### config.mk
export PLATFORM = sky130hd
export DESIGN_NAME = sha256_hash_engine_top
export DESIGN_NICKNAME = d
export VERILOG_FILES = /design/src/rtl/core/sha_pkg.sv /design/src/rtl/core/sha256_hash_engine_top.sv
export SDC_FILE = /design/constraint.sdc
export NUM_CORES = 2
export LEC_CHECK = 0
export CORE_MARGIN = 1
export CORE_UTILIZATION = 55
export DETAILED_ROUTE_END_ITERATION = 10
export DONT_BUFFER_PORTS = 1
export GPL_ROUTABILITY_DRIVEN = 0
export PLACE_DENSITY_LB_ADDON = 0.08
export SLEW_MARGIN = 20
export SYNTH_ARGS = -nofsm -noshare
export SYNTH_HDL_FRONTEND = slang
export SYNTH_SLANG_ARGS = --single-unit
### constraint.sdc
create_clock -name clk -period 9.5 [get_ports clk]
set_input_delay 2.85 -clock clk [delete_from_list [all_inputs] [get_ports clk]]
set_output_delay 2.85 -clock clk [all_outputs]
set_load 0.01 [all_outputs]
### src/rtl/core/sha_pkg.sv
// shared types, round constants, initial values and mixing functions for the sha-256 engine
package sha_pkg;

  localparam int WordW     = 32;
  localparam int CountW    = 3;
  localparam int IdxW      = 3;
  localparam int TdataW    = 40;
  localparam int FillW     = 6;
  localparam int RoundW    = 6;
  localparam int LenW      = 64;

  localparam logic [CountW-1:0] MaxBytes   = 3'd4;
  localparam logic [IdxW-1:0]   LastIdx256 = 3'd7;
  localparam logic [IdxW-1:0]   LastIdx224 = 3'd6;
  localparam logic [FillW-1:0]  LenFill    = 6'd56;
  localparam logic [RoundW-1:0] LastRound  = 6'd63;
  localparam logic [WordW-1:0]  PadWord    = 32'h8000_0000;

  typedef enum logic [2:0] {
    ST_IDLE,
    ST_DATA,
    ST_PAD80,
    ST_PADZ,
    ST_LEN,
    ST_COMP,
    ST_ADD,
    ST_OUT
  } state_t;

  localparam logic [WordW-1:0] RoundK [64] = '{
    32'h428a2f98, 32'h71374491, 32'hb5c0fbcf, 32'he9b5dba5, 32'h3956c25b,
    32'h59f111f1, 32'h923f82a4, 32'hab1c5ed5, 32'hd807aa98, 32'h12835b01,
    32'h243185be, 32'h550c7dc3, 32'h72be5d74, 32'h80deb1fe, 32'h9bdc06a7,
    32'hc19bf174, 32'he49b69c1, 32'hefbe4786, 32'h0fc19dc6, 32'h240ca1cc,
    32'h2de92c6f, 32'h4a7484aa, 32'h5cb0a9dc, 32'h76f988da, 32'h983e5152,
    32'ha831c66d, 32'hb00327c8, 32'hbf597fc7, 32'hc6e00bf3, 32'hd5a79147,
    32'h06ca6351, 32'h14292967, 32'h27b70a85, 32'h2e1b2138, 32'h4d2c6dfc,
    32'h53380d13, 32'h650a7354, 32'h766a0abb, 32'h81c2c92e, 32'h92722c85,
    32'ha2bfe8a1, 32'ha81a664b, 32'hc24b8b70, 32'hc76c51a3, 32'hd192e819,
    32'hd6990624, 32'hf40e3585, 32'h106aa070, 32'h19a4c116, 32'h1e376c08,
    32'h2748774c, 32'h34b0bcb5, 32'h391c0cb3, 32'h4ed8aa4a, 32'h5b9cca4f,
    32'h682e6ff3, 32'h748f82ee, 32'h78a5636f, 32'h84c87814, 32'h8cc70208,
    32'h90befffa, 32'ha4506ceb, 32'hbef9a3f7, 32'hc67178f2
  };

  localparam logic [WordW-1:0] Iv256 [8] = '{
    32'h6A09E667, 32'hBB67AE85, 32'h3C6EF372, 32'hA54FF53A,
    32'h510E527F, 32'h9B05688C, 32'h1F83D9AB, 32'h5BE0CD19
  };

  localparam logic [WordW-1:0] Iv224 [8] = '{
    32'hc1059ed8, 32'h367cd507, 32'h3070dd17, 32'hf70e5939,
    32'hffc00b31, 32'h68581511, 32'h64f98fa7, 32'hbefa4fa4
  };

  function automatic logic [WordW-1:0] big_sigma0(input logic [WordW-1:0] x);
    return {x[1:0], x[31:2]} ^ {x[12:0], x[31:13]} ^ {x[21:0], x[31:22]};
  endfunction

  function automatic logic [WordW-1:0] big_sigma1(input logic [WordW-1:0] x);
    return {x[5:0], x[31:6]} ^ {x[10:0], x[31:11]} ^ {x[24:0], x[31:25]};
  endfunction

  function automatic logic [WordW-1:0] small_sigma0(input logic [WordW-1:0] x);
    return {x[6:0], x[31:7]} ^ {x[17:0], x[31:18]} ^ {3'b000, x[31:3]};
  endfunction

  function automatic logic [WordW-1:0] small_sigma1(input logic [WordW-1:0] x);
    return {x[16:0], x[31:17]} ^ {x[18:0], x[31:19]} ^ {10'b0, x[31:10]};
  endfunction

endpackage

### src/rtl/core/sha256_hash_engine_top.sv
// sha-256 / sha-224 engine: byte packing, padding, iterative round unit and digest output
//
//  channel | ports               | payload, lowest bit first
//  --------+---------------------+-------------------------------------------------
//  in      | in_tvalid/in_tready | tdata: data_word[31:0], byte_count[34:32]; tlast: message_end
//  out     | out_tvalid/out_tready | tdata: digest_word[31:0], word_index[34:32]; tlast: last_word
//  cfg     | cfg_we              | cfg_wdata: digest_mode
//
// a transaction is taken in the idle state and the block is busy until done: an aligned full
// word is written whole, an unaligned or partial one a byte at a time.
// each 64-byte block runs through the shared round unit (64 rounds, then the add) before
// input resumes; the final transaction adds the 0x80 byte, the zero words, the length, each
// compression and the digest words out.
// synchronous active-low reset; no clearing pass. out_tready low holds the digest in place.
module sha256_hash_engine_top (
  input  logic                         clk,
  input  logic                         rst_n,
  input  logic                         cfg_we,
  input  logic                         cfg_wdata,     // digest_mode
  input  logic                         in_tvalid,
  output logic                         in_tready,
  input  logic [sha_pkg::TdataW-1:0]   in_tdata,      // data_word, byte_count, zero fill
  input  logic                         in_tlast,
  output logic                         out_tvalid,
  input  logic                         out_tready,
  output logic [sha_pkg::TdataW-1:0]   out_tdata,     // digest_word, word_index, zero fill
  output logic                         out_tlast
);

  localparam int W = sha_pkg::WordW;

  sha_pkg::state_t state_r, state_nxt, ret_r, ret_nxt;

  logic                          mode_r, mode_nxt;
  logic [W-1:0]                  hash_r [8];
  logic [W-1:0]                  hash_nxt [8];
  logic [W-1:0]                  wv_r [8];
  logic [W-1:0]                  wv_nxt [8];
  logic [W-1:0]                  buf_r [16];
  logic [sha_pkg::FillW-1:0]     fill_r, fill_nxt;
  logic [sha_pkg::LenW-1:0]      bitlen_r, bitlen_nxt;
  logic [sha_pkg::RoundW-1:0]    round_r, round_nxt;
  logic [W-1:0]                  data_r, data_nxt;
  logic [sha_pkg::CountW-1:0]    left_r, left_nxt;
  logic                          end_r, end_nxt;
  logic [sha_pkg::IdxW-1:0]      oidx_r, oidx_nxt;

  logic                          word_path;
  logic [1:0]                    lane_pos;
  logic [sha_pkg::FillW:0]       step_sum;
  logic                          step_wrap;
  logic                          wr_en, len_wr;
  logic [3:0]                    wr_mask;
  logic [W-1:0]                  wr_val;
  logic [sha_pkg::IdxW-1:0]      last_idx;
  logic                          out_last;
  logic [sha_pkg::CountW-1:0]    in_count;

  logic [W-1:0]                  t1, t2, w_new;

  assign lane_pos  = fill_r[1:0];
  assign word_path = (lane_pos == 2'd0) && (left_r == sha_pkg::MaxBytes);
  assign last_idx  = mode_r ? sha_pkg::LastIdx224 : sha_pkg::LastIdx256;
  assign out_last  = (oidx_r == last_idx);
  assign in_count  = (in_tdata[34:32] > sha_pkg::MaxBytes) ? sha_pkg::MaxBytes
                                                           : in_tdata[34:32];

  // fill position after this cycle's buffer write; carry out means the block is full
  always_comb begin
    unique case (state_r)
      sha_pkg::ST_DATA:  step_sum = {1'b0, fill_r} + (word_path ? 7'd4 : 7'd1);
      sha_pkg::ST_PAD80: step_sum = {({1'b0, fill_r[5:2]} + 5'd1), 2'b00};
      sha_pkg::ST_PADZ:  step_sum = {1'b0, fill_r} + 7'd4;
      default:           step_sum = {1'b0, fill_r};
    endcase
  end
  assign step_wrap = step_sum[sha_pkg::FillW];

  // round unit and message schedule window
  always_comb begin
    t1 = wv_r[7] + sha_pkg::big_sigma1(wv_r[4])
         + (wv_r[6] ^ (wv_r[4] & (wv_r[5] ^ wv_r[6])))
         + sha_pkg::RoundK[round_r] + buf_r[0];
    t2 = sha_pkg::big_sigma0(wv_r[0])
         + (((wv_r[0] | wv_r[1]) & wv_r[2]) | (wv_r[0] & wv_r[1]));
    w_new = sha_pkg::small_sigma1(buf_r[14]) + buf_r[9]
            + sha_pkg::small_sigma0(buf_r[1]) + buf_r[0];
  end

  // next state
  always_comb begin
    state_nxt = state_r;
    unique case (state_r)
      sha_pkg::ST_IDLE: begin
        if (in_tvalid) state_nxt = sha_pkg::ST_DATA;
      end
      sha_pkg::ST_DATA: begin
        if (left_r == '0) state_nxt = end_r ? sha_pkg::ST_PAD80 : sha_pkg::ST_IDLE;
        else if (step_wrap) state_nxt = sha_pkg::ST_COMP;
      end
      sha_pkg::ST_PAD80: begin
        state_nxt = step_wrap ? sha_pkg::ST_COMP : sha_pkg::ST_PADZ;
      end
      sha_pkg::ST_PADZ: begin
        if (fill_r == sha_pkg::LenFill) state_nxt = sha_pkg::ST_LEN;
        else if (step_wrap) state_nxt = sha_pkg::ST_COMP;
      end
      sha_pkg::ST_LEN: begin
        state_nxt = sha_pkg::ST_COMP;
      end
      sha_pkg::ST_COMP: begin
        if (round_r == sha_pkg::LastRound) state_nxt = sha_pkg::ST_ADD;
      end
      sha_pkg::ST_ADD: begin
        state_nxt = ret_r;
      end
      sha_pkg::ST_OUT: begin
        if (out_tready && out_last) state_nxt = sha_pkg::ST_IDLE;
      end
      default: state_nxt = sha_pkg::ST_IDLE;
    endcase
  end

  // datapath control
  always_comb begin
    mode_nxt   = mode_r;
    hash_nxt   = hash_r;
    wv_nxt     = wv_r;
    fill_nxt   = fill_r;
    bitlen_nxt = bitlen_r;
    round_nxt  = round_r;
    data_nxt   = data_r;
    left_nxt   = left_r;
    end_nxt    = end_r;
    oidx_nxt   = oidx_r;
    ret_nxt    = ret_r;
    wr_en      = 1'b0;
    len_wr     = 1'b0;
    wr_mask    = 4'b1111;
    wr_val     = '0;

    unique case (state_r)
      sha_pkg::ST_IDLE: begin
        if (in_tvalid) begin
          data_nxt = in_tdata[W-1:0];
          left_nxt = in_count;
          end_nxt  = in_tlast;
        end
      end
      sha_pkg::ST_DATA: begin
        if (left_r != '0) begin
          wr_en    = 1'b1;
          fill_nxt = step_sum[sha_pkg::FillW-1:0];
          ret_nxt  = sha_pkg::ST_DATA;
          if (word_path) begin
            wr_val     = data_r;
            bitlen_nxt = bitlen_r + 64'd32;
            left_nxt   = '0;
          end else begin
            // a byte starting a word clears the lanes below it
            wr_mask    = (lane_pos == 2'd0) ? 4'b1111 : (4'b0001 << lane_pos);
            wr_val     = {data_r[31:24], 24'h000000} >> {lane_pos, 3'b000};
            bitlen_nxt = bitlen_r + 64'd8;
            data_nxt   = {data_r[23:0], 8'h00};
            left_nxt   = left_r - 3'd1;
          end
        end
      end
      sha_pkg::ST_PAD80: begin
        wr_en    = 1'b1;
        wr_mask  = 4'b1111 << lane_pos;
        wr_val   = sha_pkg::PadWord >> {lane_pos, 3'b000};
        fill_nxt = step_sum[sha_pkg::FillW-1:0];
        ret_nxt  = sha_pkg::ST_PADZ;
      end
      sha_pkg::ST_PADZ: begin
        if (fill_r != sha_pkg::LenFill) begin
          wr_en    = 1'b1;
          fill_nxt = step_sum[sha_pkg::FillW-1:0];
          ret_nxt  = sha_pkg::ST_PADZ;
        end
      end
      sha_pkg::ST_LEN: begin
        len_wr   = 1'b1;
        fill_nxt = '0;
        ret_nxt  = sha_pkg::ST_OUT;
      end
      sha_pkg::ST_COMP: begin
        wv_nxt[7] = wv_r[6];
        wv_nxt[6] = wv_r[5];
        wv_nxt[5] = wv_r[4];
        wv_nxt[4] = wv_r[3] + t1;
        wv_nxt[3] = wv_r[2];
        wv_nxt[2] = wv_r[1];
        wv_nxt[1] = wv_r[0];
        wv_nxt[0] = t1 + t2;
        round_nxt = round_r + 6'd1;
      end
      sha_pkg::ST_ADD: begin
        for (int i = 0; i < 8; i++) hash_nxt[i] = hash_r[i] + wv_r[i];
      end
      sha_pkg::ST_OUT: begin
        if (out_tready) begin
          oidx_nxt = oidx_r + 3'd1;
          if (out_last) begin
            oidx_nxt   = '0;
            fill_nxt   = '0;
            bitlen_nxt = '0;
            for (int i = 0; i < 8; i++) hash_nxt[i] = mode_r ? sha_pkg::Iv224[i]
                                                             : sha_pkg::Iv256[i];
          end
        end
      end
      default: ;
    endcase

    // entering the round loop loads the working variables from the chaining value
    if (state_nxt == sha_pkg::ST_COMP && state_r != sha_pkg::ST_COMP) begin
      wv_nxt    = hash_r;
      round_nxt = '0;
    end

    // a mode change reloads the initial values only while no bits are counted and the buffer is empty
    if (cfg_we) begin
      mode_nxt = cfg_wdata;
      if (bitlen_r == '0 && fill_r == '0) begin
        for (int i = 0; i < 8; i++) hash_nxt[i] = cfg_wdata ? sha_pkg::Iv224[i]
                                                            : sha_pkg::Iv256[i];
      end
    end
  end

  // outputs
  always_comb begin
    in_tready  = (state_r == sha_pkg::ST_IDLE);
    out_tvalid = (state_r == sha_pkg::ST_OUT);
    out_tdata  = {5'b00000, oidx_r, hash_r[oidx_r]};
    out_tlast  = out_last;
  end

  always_ff @(posedge clk) begin
    if (!rst_n) begin
      state_r  <= sha_pkg::ST_IDLE;
      ret_r    <= sha_pkg::ST_IDLE;
      mode_r   <= 1'b0;
      fill_r   <= '0;
      bitlen_r <= '0;
      round_r  <= '0;
      left_r   <= '0;
      end_r    <= 1'b0;
      oidx_r   <= '0;
      for (int i = 0; i < 8; i++) hash_r[i] <= sha_pkg::Iv256[i];
    end else begin
      state_r  <= state_nxt;
      ret_r    <= ret_nxt;
      mode_r   <= mode_nxt;
      fill_r   <= fill_nxt;
      bitlen_r <= bitlen_nxt;
      round_r  <= round_nxt;
      left_r   <= left_nxt;
      end_r    <= end_nxt;
      oidx_r   <= oidx_nxt;
      hash_r   <= hash_nxt;
    end
  end

  always_ff @(posedge clk) begin
    data_r <= data_nxt;
    wv_r   <= wv_nxt;
  end

  // block buffer doubles as the schedule window while the rounds run
  always_ff @(posedge clk) begin
    if (state_r == sha_pkg::ST_COMP) begin
      for (int i = 0; i < 15; i++) buf_r[i] <= buf_r[i + 1];
      buf_r[15] <= w_new;
    end else begin
      if (wr_en) begin
        for (int l = 0; l < 4; l++) begin
          if (wr_mask[l]) buf_r[fill_r[5:2]][31 - 8*l -: 8] <= wr_val[31 - 8*l -: 8];
        end
      end
      if (len_wr) begin
        buf_r[14] <= bitlen_r[63:32];
        buf_r[15] <= bitlen_r[31:0];
      end
    end
  end

  a_no_overlap: assert property (@(posedge clk) disable iff (!rst_n)
    !(in_tready && out_tvalid))
    else $error("input accepted while digest pending");

  a_out_block_done: assert property (@(posedge clk) disable iff (!rst_n)
    out_tvalid |-> fill_r == '0)
    else $error("digest shown with bytes still buffered");

  a_rounds_end: assert property (@(posedge clk) disable iff (!rst_n)
    (state_r == sha_pkg::ST_COMP && round_r == sha_pkg::LastRound)
      |=> state_r == sha_pkg::ST_ADD)
    else $error("round loop did not finish after the last round");

  a_reinit: assert property (@(posedge clk) disable iff (!rst_n)
    (out_tvalid && out_tready && out_tlast) |=> (in_tready && bitlen_r == '0))
    else $error("engine not re-initialised after the last digest word");

endmodule

==> impl_results.md <==
* Crit Path Class: reg2reg
* GRT Overall Usage at 37.87%
* Yosys reg bits at 1,143
* Synth Instances at 8,367
* Most common cell after layout, fill and taps aside: nand2_1
* Die Y at 375.0 µm
* Fmax achieved at 0.1100 GHz
* DRC at 0
* DP Wirelength at 196,500 µm
* Initial core utilization at 55.51%
* Clk Latency, worst-skew pair at 810 ps
* CTS sink cnt at 1,143
* Least-Margin Pin Slew at 1221 ps
* Clock-pin slew on the worst setup and hold paths at 60 ps
* DR vias at 65,110
* Ports at 90
* Final nets at 8,805
* Number of detailed-route iterations in the first pass at 8
* Finish-stage setup viols at 0
* Largest net degree at the start of global routing at 125
* Ys flop type: edfxtp_1
* Final Skew at 45.23 ps
* Critical path origin: round_r[0]
* Arr. time, crit path at 9630 ps
* Commonest non-fill, non-tap cells in the layout: 1,807 x nand2_1, 897 x o21ai_0, 800 x edfxtp_1
* CP peak stage delay at 520 ps
* Root Driver: clkbuf_16
* RSZ-0062 raised after global routing: no
* Setup TNS at 0 ps
* R2R depth at 36
* Min-Delay Startpoint: ret_r[0]
* Async SR Flop Fraction at 0%
* # Max-Cap Violations at 0
* Slew Limit Fails at 0
* Min-Delay Path Class: reg2reg
* Syn Area/Cell at 9.145 µm²
* Synthesized area at 76,520 µm²
* CTS tree: done
* Final ANT Viol Nets at 0
* WL per Instance at 26.87 µm
* Vias in the first global route at 60,450
* Fin cells at 10,060
* Worst Slack Setup Final at 405.8 ps
* Dpl cells at 9,817
* Synth Warn # at 0
* CP Launch Type: register
* Width of the die at 375.0 µm
* EDFF count, synth at 800
* CTS Hold Bufs at 0
* LEAKAGE at 0.03281 µW
* Gr ovfl total at 0
* CTS buffer count at 132
* First-pass GRT wire length at 395,500 µm
* CTS max path bufs at 3
* Worst r2r dst: wv_r[255]
* Final period utilization at 95.73%
* Worst path required time at 10,040 ps
* Number of DRC markers in iteration 0 at 7,717
* # Post-CTS Setup Buffers at 0
* PortBufs at 0
* Layout area overhead at 7.895%
* Rel. slew slack at 18.59%
* VDD IR max at 0.0001730 V
* Via density at 6.470
* Post-CTS Resized at 0
* CP max-delay cell: fa_1
* Reg-to-reg critical path startpoint: round_r[0]
* Worst setup endpoint: wv_r[255]
* Pwr dens at 160.0 nW/µm²
* Core ar. at 137,800 µm²
* Final Critical Period at 9094 ps
* Fin. Hold Viols at 0
* Fraction of final layout cells with drive strength greater than 1 at 6.472%
* FP Rows at 136
* R2R setup slack at 410 ps
* Setup WS pre-CTS at 513.7 ps
* Sequential area share after synthesis at 40.37%
* Total die area at 140,600 µm²
* Max FO, Critical Path at 9
* Fillers at 11,890
* Distinct cells, synth at 93
* Worst setup EP type: register
* Initial antenna violation count at 5
* Status: finished clean
* CTS H-tree lvls at 4
* DRT Wirelength at 270,400 µm
==> cell usage after synthesis, types with 75 or more instances <==
library cell | count | area share, %
nand2_1 | 1814 | 8.9
a21oi_1 | 521 | 3.4
a31oi_1 | 101 | 0.83
nand3_1 | 125 | 0.82
a21o_1 | 165 | 1.6
edfxtp_1 | 800 | 31
nor2_1 | 420 | 2.1
fa_1 | 195 | 5.1
clkbuf_1 | 427 | 2.1
dfxtp_1 | 343 | 9.0
xor2_1 | 172 | 2.0
xnor2_1 | 441 | 5.0
nor3_1 | 100 | 0.65
a221oi_1 | 75 | 0.86
ha_1 | 406 | 6.6
o21ai_0 | 899 | 5.9
inv_1 | 243 | 1.2
==> metal layers <==
| metal | global-route usage, % | wire length [µm] |
|---|---|---|
| met4 | 23.69 | 19470 |
| met3 | 7.374 | 26790 |
| met2 | 58.73 | 119700 |
| met1 | 48.74 | 104400 |
| met5 | 0 | 13 |
==> power breakdown <==
| group | total [µW] | internal, µW | switching (µW) | leakage (µW) |
|---|---|---|---|---|
| combinational | 2370 | 946 | 1420 | 0.0207 |
| clock | 5210 | 2940 | 2270 | 0.00212 |
| sequential | 5630 | 5460 | 162 | 0.0100 |
==> how the worst min path moves through the flow <==
stage | to | slack (ps) | cells after the start
6_report | ret_r[0] | 480 | 2
5_1_grt | ret_r[0] | 510 | 2
4_1_cts | ret_r[0] | 480 | 2
3_5_place_dp | ret_r[0] | 470 | 2
3_3_place_gp | ret_r[0] | 450 | 2
2_1_floorplan | ret_r[0] | 440 | 2
==> area by class of cell <==
type / instances / area, µm² / share of cell area, %
repair buffers: 129 / 1031 / 1.249
multi-input cells: 6507 / 43060 / 52.15
clock buffers: 179 / 3621 / 4.386
flip-flops and latches: 1143 / 30910 / 37.44
inverters: 244 / 923.4 / 1.118
well taps: 1794 / 2245 / 2.719
clock inverters: 65 / 768.2 / 0.9305
diodes: 2 / 5.005 / 0.006062
==> cells by family after synthesis <==
logic type | count (synthesis) | share of synthesized area [%]
AND/OR/NAND/NOR | 2844 | 15.74
XOR/XNOR | 613 | 7.017
adder cells (fa/ha/maj) | 632 | 12.15
other | 1 | 0.004901
buffers and inverters | 721 | 3.594
flip-flops | 1143 | 40.37
AO/OA/AOI/OAI | 2260 | 17.89
multiplexers | 153 | 3.238
==> metrics by stage <==
stage	util, %	cell area [µm²]	total power (µW)	hold slack [ps]
after CTS	59.88	82530	13170	481.6
after global placement	56.69	78140	7970	452.0
after floorplan	-	76530	7294	435.2
after detailed placement	56.70	78140	8012	468.5
final	59.90	82560	13210	477.0
after global routing	59.89	82550	13620	505.6
==> state kept, by name, summed over array words and instances, names as in the netlist <==
| register | cells |
|---|---|
| buf_r | 512 |
| hash_r | 256 |
| wv_r | 256 |
| bitlen_r | 61 |
| data_r | 32 |
| fill_r | 6 |
| round_r | 6 |
| left_r | 3 |
| oidx_r | 3 |
| ret_r | 3 |
| state_r | 3 |
| end_r | 1 |
| mode_r | 1 |
==> worst max-delay path, delay by kind of cell (launching register included) <==
kind	cells	cell delay [ps]
adders and majority gates	7	2770
buffers and inverters	6	810
xor gates and xnor gates	1	160
and+or+nand+nor	9	1090
DFF	1	320
AOI/OAI and AO/OA	13	3680
(Power assumes the default switching activity.)
